==> src/sv/bdcm_pkg.sv <==
// shared types and constants of the block-diagonal complex matrix-vector unit
package bdcm_pkg;

  localparam int DATA_W      = 32;
  localparam int ACC_W       = 48;
  localparam int PROD_SHIFT  = 30;
  localparam int QUEUE_DEPTH = 4;
  localparam int QPTR_W      = $clog2(QUEUE_DEPTH);
  localparam int QCNT_W      = $clog2(QUEUE_DEPTH + 1);
  localparam int STORE_DEPTH = 256;
  localparam int ADDR_W      = $clog2(STORE_DEPTH);
  localparam int DEG_REG_W   = 4;

  localparam logic MODE_LOAD  = 1'b0;
  localparam logic MODE_ENTRY = 1'b1;

  // one matrix entry with its coefficient, handed from front to back
  typedef struct packed {
    logic signed [DATA_W-1:0] coef_re;
    logic signed [DATA_W-1:0] coef_im;
    logic signed [DATA_W-1:0] ent_re;
    logic signed [DATA_W-1:0] ent_im;
    logic                     row_end;
    logic                     fin;
  } item_t;

endpackage

==> src/sv/bdcm_queue.sv <==
// short fifo between the front and back ends
module bdcm_queue (
  input  logic            clk,
  input  logic            rst,
  input  logic            push,
  input  bdcm_pkg::item_t push_item,
  input  logic            pop,
  output bdcm_pkg::item_t pop_item,
  output logic            full,
  output logic            empty
);
  import bdcm_pkg::*;

  item_t             slots [QUEUE_DEPTH];
  logic [QPTR_W-1:0] wr_ptr;
  logic [QPTR_W-1:0] rd_ptr;
  logic [QCNT_W-1:0] count;

  always_comb begin
    full     = count == QCNT_W'(QUEUE_DEPTH);
    empty    = count == '0;
    pop_item = slots[rd_ptr];
  end

  always_ff @(posedge clk) begin
    if (rst) begin
      wr_ptr <= '0;
      rd_ptr <= '0;
      count  <= '0;
    end else begin
      if (push) begin
        wr_ptr <= wr_ptr + QPTR_W'(1);
      end
      if (pop) begin
        rd_ptr <= rd_ptr + QPTR_W'(1);
      end
      if (push && !pop) begin
        count <= count + QCNT_W'(1);
      end else if (pop && !push) begin
        count <= count - QCNT_W'(1);
      end
    end
  end

  always_ff @(posedge clk) begin
    if (push) begin
      slots[wr_ptr] <= push_item;
    end
  end

  a_no_overflow: assert property (@(posedge clk) disable iff (rst) push |-> !full)
    else $error("queue written while full");
  a_no_underflow: assert property (@(posedge clk) disable iff (rst) pop |-> !empty)
    else $error("queue read while empty");
  a_count_up: assert property (@(posedge clk) disable iff (rst)
    (push && !pop) |=> count == $past(count) + QCNT_W'(1))
    else $error("queue count lost a transfer");

endmodule

==> config.mk <==
export PLATFORM = sky130hd
export DESIGN_NAME = bdcm_queue
export DESIGN_NICKNAME = d
export VERILOG_FILES = /design/src/sv/bdcm_pkg.sv /design/src/sv/bdcm_queue.sv
export SDC_FILE = /design/constraint.sdc
export NUM_CORES = 1
export LEC_CHECK = 0
export BUFFER_PORTS_ARGS = -buffer_cell sky130_fd_sc_hd__clkbuf_2
export CORE_ASPECT_RATIO = 0.9
export CORE_MARGIN = 4
export CORE_UTILIZATION = 55
export DETAILED_ROUTE_END_ITERATION = 8
export GPL_TIMING_DRIVEN = 0
export PLACE_DENSITY = 0.77
export SYNTH_ARGS = -nofsm -noshare
export SYNTH_HDL_FRONTEND = slang
export SYNTH_SLANG_ARGS = --single-unit
==> constraint.sdc <==
create_clock -name clk -period 5.82 [get_ports clk]
set_input_delay 1.164 -clock clk [delete_from_list [all_inputs] [get_ports clk]]
set_output_delay 1.164 -clock clk [all_outputs]
set_load 0.02 [all_outputs]
==> results.tsv <==
stage	metric	value	unit
grt	grt ovf	0	
worst_setup_path	cell family with most CP delay	buffers and inverters	
final_layout	Reg area	0.01580	mm^2
power	clock share of power	0.348	
placed_design	I/O Buffers	264	
timing	worst-margin pin slew	0.8602	ns
worst_setup_path	Max Fanout on Critical Path	10	
final_layout	Final Util	0.6671	
timing	Setup violations, final	0	
worst_setup_path	r2r setup slk	3.67	ns
final_layout	layout cells sized above 1	0.4551	
worst_setup_path	crit path DAT	2.68	ns
timing	normalized max-slew margin	0.4265	
clock_tree	H-tree Lvls	2	
final_layout	final non-filler cell area	0.02286	mm^2
clock_tree	number of clock sinks	529	
routing	post-DR wirelength/cell	24.26	um
power	leak pwr	7.750	nW
worst_setup_path	CP Class	reg2out	
power	power density over the cells	361.3	mW/mm^2
floorplan	die width	205.4	um
worst_hold_path	Hold Path Class	reg2reg	
power	Net Sw Power	1.893	mW
synth	Synth Area in Compound Gates	0.0005189	
synth	Synth Area per Inst	26.68	um^2
power	Pint	6.368	mW
grt	initial antenna violation count	3	
clock_tree	clk root buf	clkbuf_16	
synth	Warnings, synthesis	0	
placed_design	Placer Congestion	0.7075	
clock_tree	CTS clk-pin slew, worst paths	0.06	ns
routing	via count	8691	
worst_setup_path	Crit. End Element	primary output	
power	Flop pwr share	0.536	
grt	vias in the first global route	9360	
grt	busiest grt layer	met2	
final_layout	most frequent cells in the layout	edfxtp_1, clkbuf_2, mux4_2, clkbuf_16, clkinv_1	
clock_tree	Post-CTS Repair Setup Buffers	0	
synth	area share of xor/xnor cells in the synthesized design	0.002270	
clock_tree	cts hold-fix bufs	0	
worst_setup_path	required time of the worst setup path	4.66	ns
synth	post-synthesis cell count	723	
final_layout	commonest non-fill, non-tap cell in the layout	edfxtp_1	
worst_setup_path	CP max stage delay	0.67	ns
timing	min cycle time layout	3.841	ns
floorplan	initial core utilization	0.5629	
timing	Max Freq	260.3	MHz
final_layout	multi-input logic area	0.003168	mm^2
clock_tree	CTS tree	built	
synth	Synth cell types	23	
synth	syn nets	863	
floorplan	core area	0.03427	mm^2
timing	setup TNS	0	ns
synth	multiplexer share of the synthesized area	0.1528	
grt	aggregate global-route resource usage	0.1982	
floorplan	Vert. Die Dim	185.7	um
worst_setup_path	Buf/Inv on CP	3	
clock_tree	Clock Latency Late Sink	0.56	ns
flow_run	max cap viols	0	
routing	Pre-antenna DRT Iters	5	
final_layout	Filler cells	2190	
routing	DRT iter0 DRCs	541	
worst_setup_path	CP cell instances	clkbuf_1 > buf_2 > mux4_2 > clkbuf_2	
clock_tree	CTS buffer count	50	
synth	Mapped Area	0.01929	mm^2
final_layout	Final #Nets	1187	
routing	DRT antenna net count	0	
floorplan	Rows	64	
floorplan	I/O pins	266	
timing	RSZ-0062 raised after global routing	no	
grt	global-route wire length before repair	56.63	mm
synth	adder-cell share of the synthesized area	0.004281	
synth	flop and latch count out of synthesis	529	
synth	simple-gate share of the synthesized area	0.003827	
clock_tree	maximum clock path buffer count	3	
power	Sw Share	0.2291	
timing	final period utilization	0.6600	
grt	met2 Use GR	0.3169	
grt	met1 global-route usage	0.2740	
placed_design	Post-DP HPWL	23.19	mm
routing	Post-Route WL	37.46	mm
grt	met3 track utilization from global routing	0.05923	
power	Combinational Power Share	0.116	
timing	Fin. Hold Viols	0	
worst_setup_path	crit start category	register	
timing	final setup skew	0.009645	ns
clock_tree	PostCTS Resize Cnt	0	
grt	pin count of the biggest net entering global routing	56	
routing	Residual DRC	0	
synth	post-synthesis sequential area ratio	0.8188	
timing	Slew Limit Fails	0	
floorplan	die area	0.03814	mm^2
routing	Via density	5.629	
worst_setup_path	Critical-path top delay cell	clkbuf_1	
power	Max VDD drop	0.0002676	V
synth	main combinational cell family by area after synthesis	multiplexers	
status	status	complete, no violations	
placed_design	Placed Area	0.02142	mm^2
final_layout	area grow syn2layout	18.51	%
worst paths after layout:
| path | start | endpoint | cells after the start |
|---|---|---|---|
| hold / removal | count[2]$_SDFFE_PP0P_ | count[2]$_SDFFE_PP0P_ | 2 |
| setup / recovery | register | pop_item[92] | 4 |
| hold reg to reg | count[2]$_SDFFE_PP0P_ | count[2]$_SDFFE_PP0P_ | 2 |
| setup reg to reg | wr_ptr[0]$_SDFFE_PP0P_ | slots[2][119]$_DFFE_PP_ | 5 |
cell usage after synthesis:
library cell | number | area, um^2
a21oi_1 | 1 | 5.000
buf_12 | 11 | 220.2
nor3b_1 | 1 | 7.510
dfxtp_1 | 9 | 180.2
buf_4 | 3 | 22.52
clkbuf_1 | 2 | 7.510
ha_1 | 5 | 62.56
and2_1 | 4 | 25.02
xor2_1 | 3 | 26.28
buf_1 | 3 | 11.26
fa_1 | 1 | 20.02
inv_1 | 4 | 15.01
nor3_1 | 1 | 5.000
buf_2 | 10 | 50.05
nand2_1 | 1 | 3.750
or3_1 | 1 | 6.260
buf_6 | 1 | 11.26
mux2i_1 | 2 | 20.02
edfxtp_1 | 520 | 15610
mux4_2 | 130 | 2928
nor2_1 | 7 | 26.28
xnor2_1 | 2 | 17.52
o21ai_0 | 1 | 5.000
state kept, by name, summed over array words and instances, names as in the netlist, named ones only:
name / count
wr_ptr: 2
slots: 520
rd_ptr: 2
count: 3
area by class of cell:
type	count	area share
inverter	4	0.0006567
buffer	30	0.01412
clock buffer	62	0.05763
antenna	1	0.0001095
sequential	529	0.6909
timing repair buffer	272	0.06743
multi-input combinational	160	0.1386
tap	462	0.02528
clock inverter	24	0.005309
routing by layer:
layer / wire [um] / vias up
li1: - / 3774
met1: 14760 / 4512
met2: 18420 / 335
met3: 3396 / 66
met4: 848 / 4
met5: 30 / -
power by group through the flow:
stage	combinational, mW	sequential (mW)	clock (mW)
final	0.962	4.42	2.87
after global routing	1.03	4.43	3.11
after CTS	0.984	4.43	2.94
after detailed placement	0.975	4.50	0
after global placement	0.935	4.53	0
after floorplan	0.612	4.51	0
kinds of logic (layout without fill, tap and decap cells):
| family | count (synthesis) | after routing |
|---|---|---|
| adders and majority gates | 6 | 6 |
| other | 0 | 1 |
| and+or+nand+nor | 15 | 15 |
| muxes | 132 | 132 |
| DFF | 529 | 529 |
| AOI/OAI and AO/OA | 2 | 2 |
| buffers and inverters | 34 | 392 |
| xor gates and xnor gates | 5 | 5 |
worst reg2reg max path, delay by kind of cell, from the launching register on:
| kind | cells | cell delay [ns] |
|---|---|---|
| buffers and inverters | 3 | 0.72 |
| and+or+nand+nor | 1 | 0.54 |
| adders and majority gates | 1 | 0.14 |
| DFF | 1 | 0.34 |
per-stage QoR:
step | power [mW] | setup slack [ns] | hold slack [ns] | std cells
floorplan | 5.118 | 1.174 | 0.4663 | 723
global placement | 5.464 | -1.232 | 0.4864 | 1449
detailed placement | 5.476 | 2.544 | 0.5148 | 1457
CTS | 8.352 | 1.878 | 0.5224 | 1543
global route | 8.573 | 1.865 | 0.5607 | 1543
finish | 8.261 | 1.979 | 0.5235 | 1544
No activity file was read; power rests on OpenSTA's default activity.
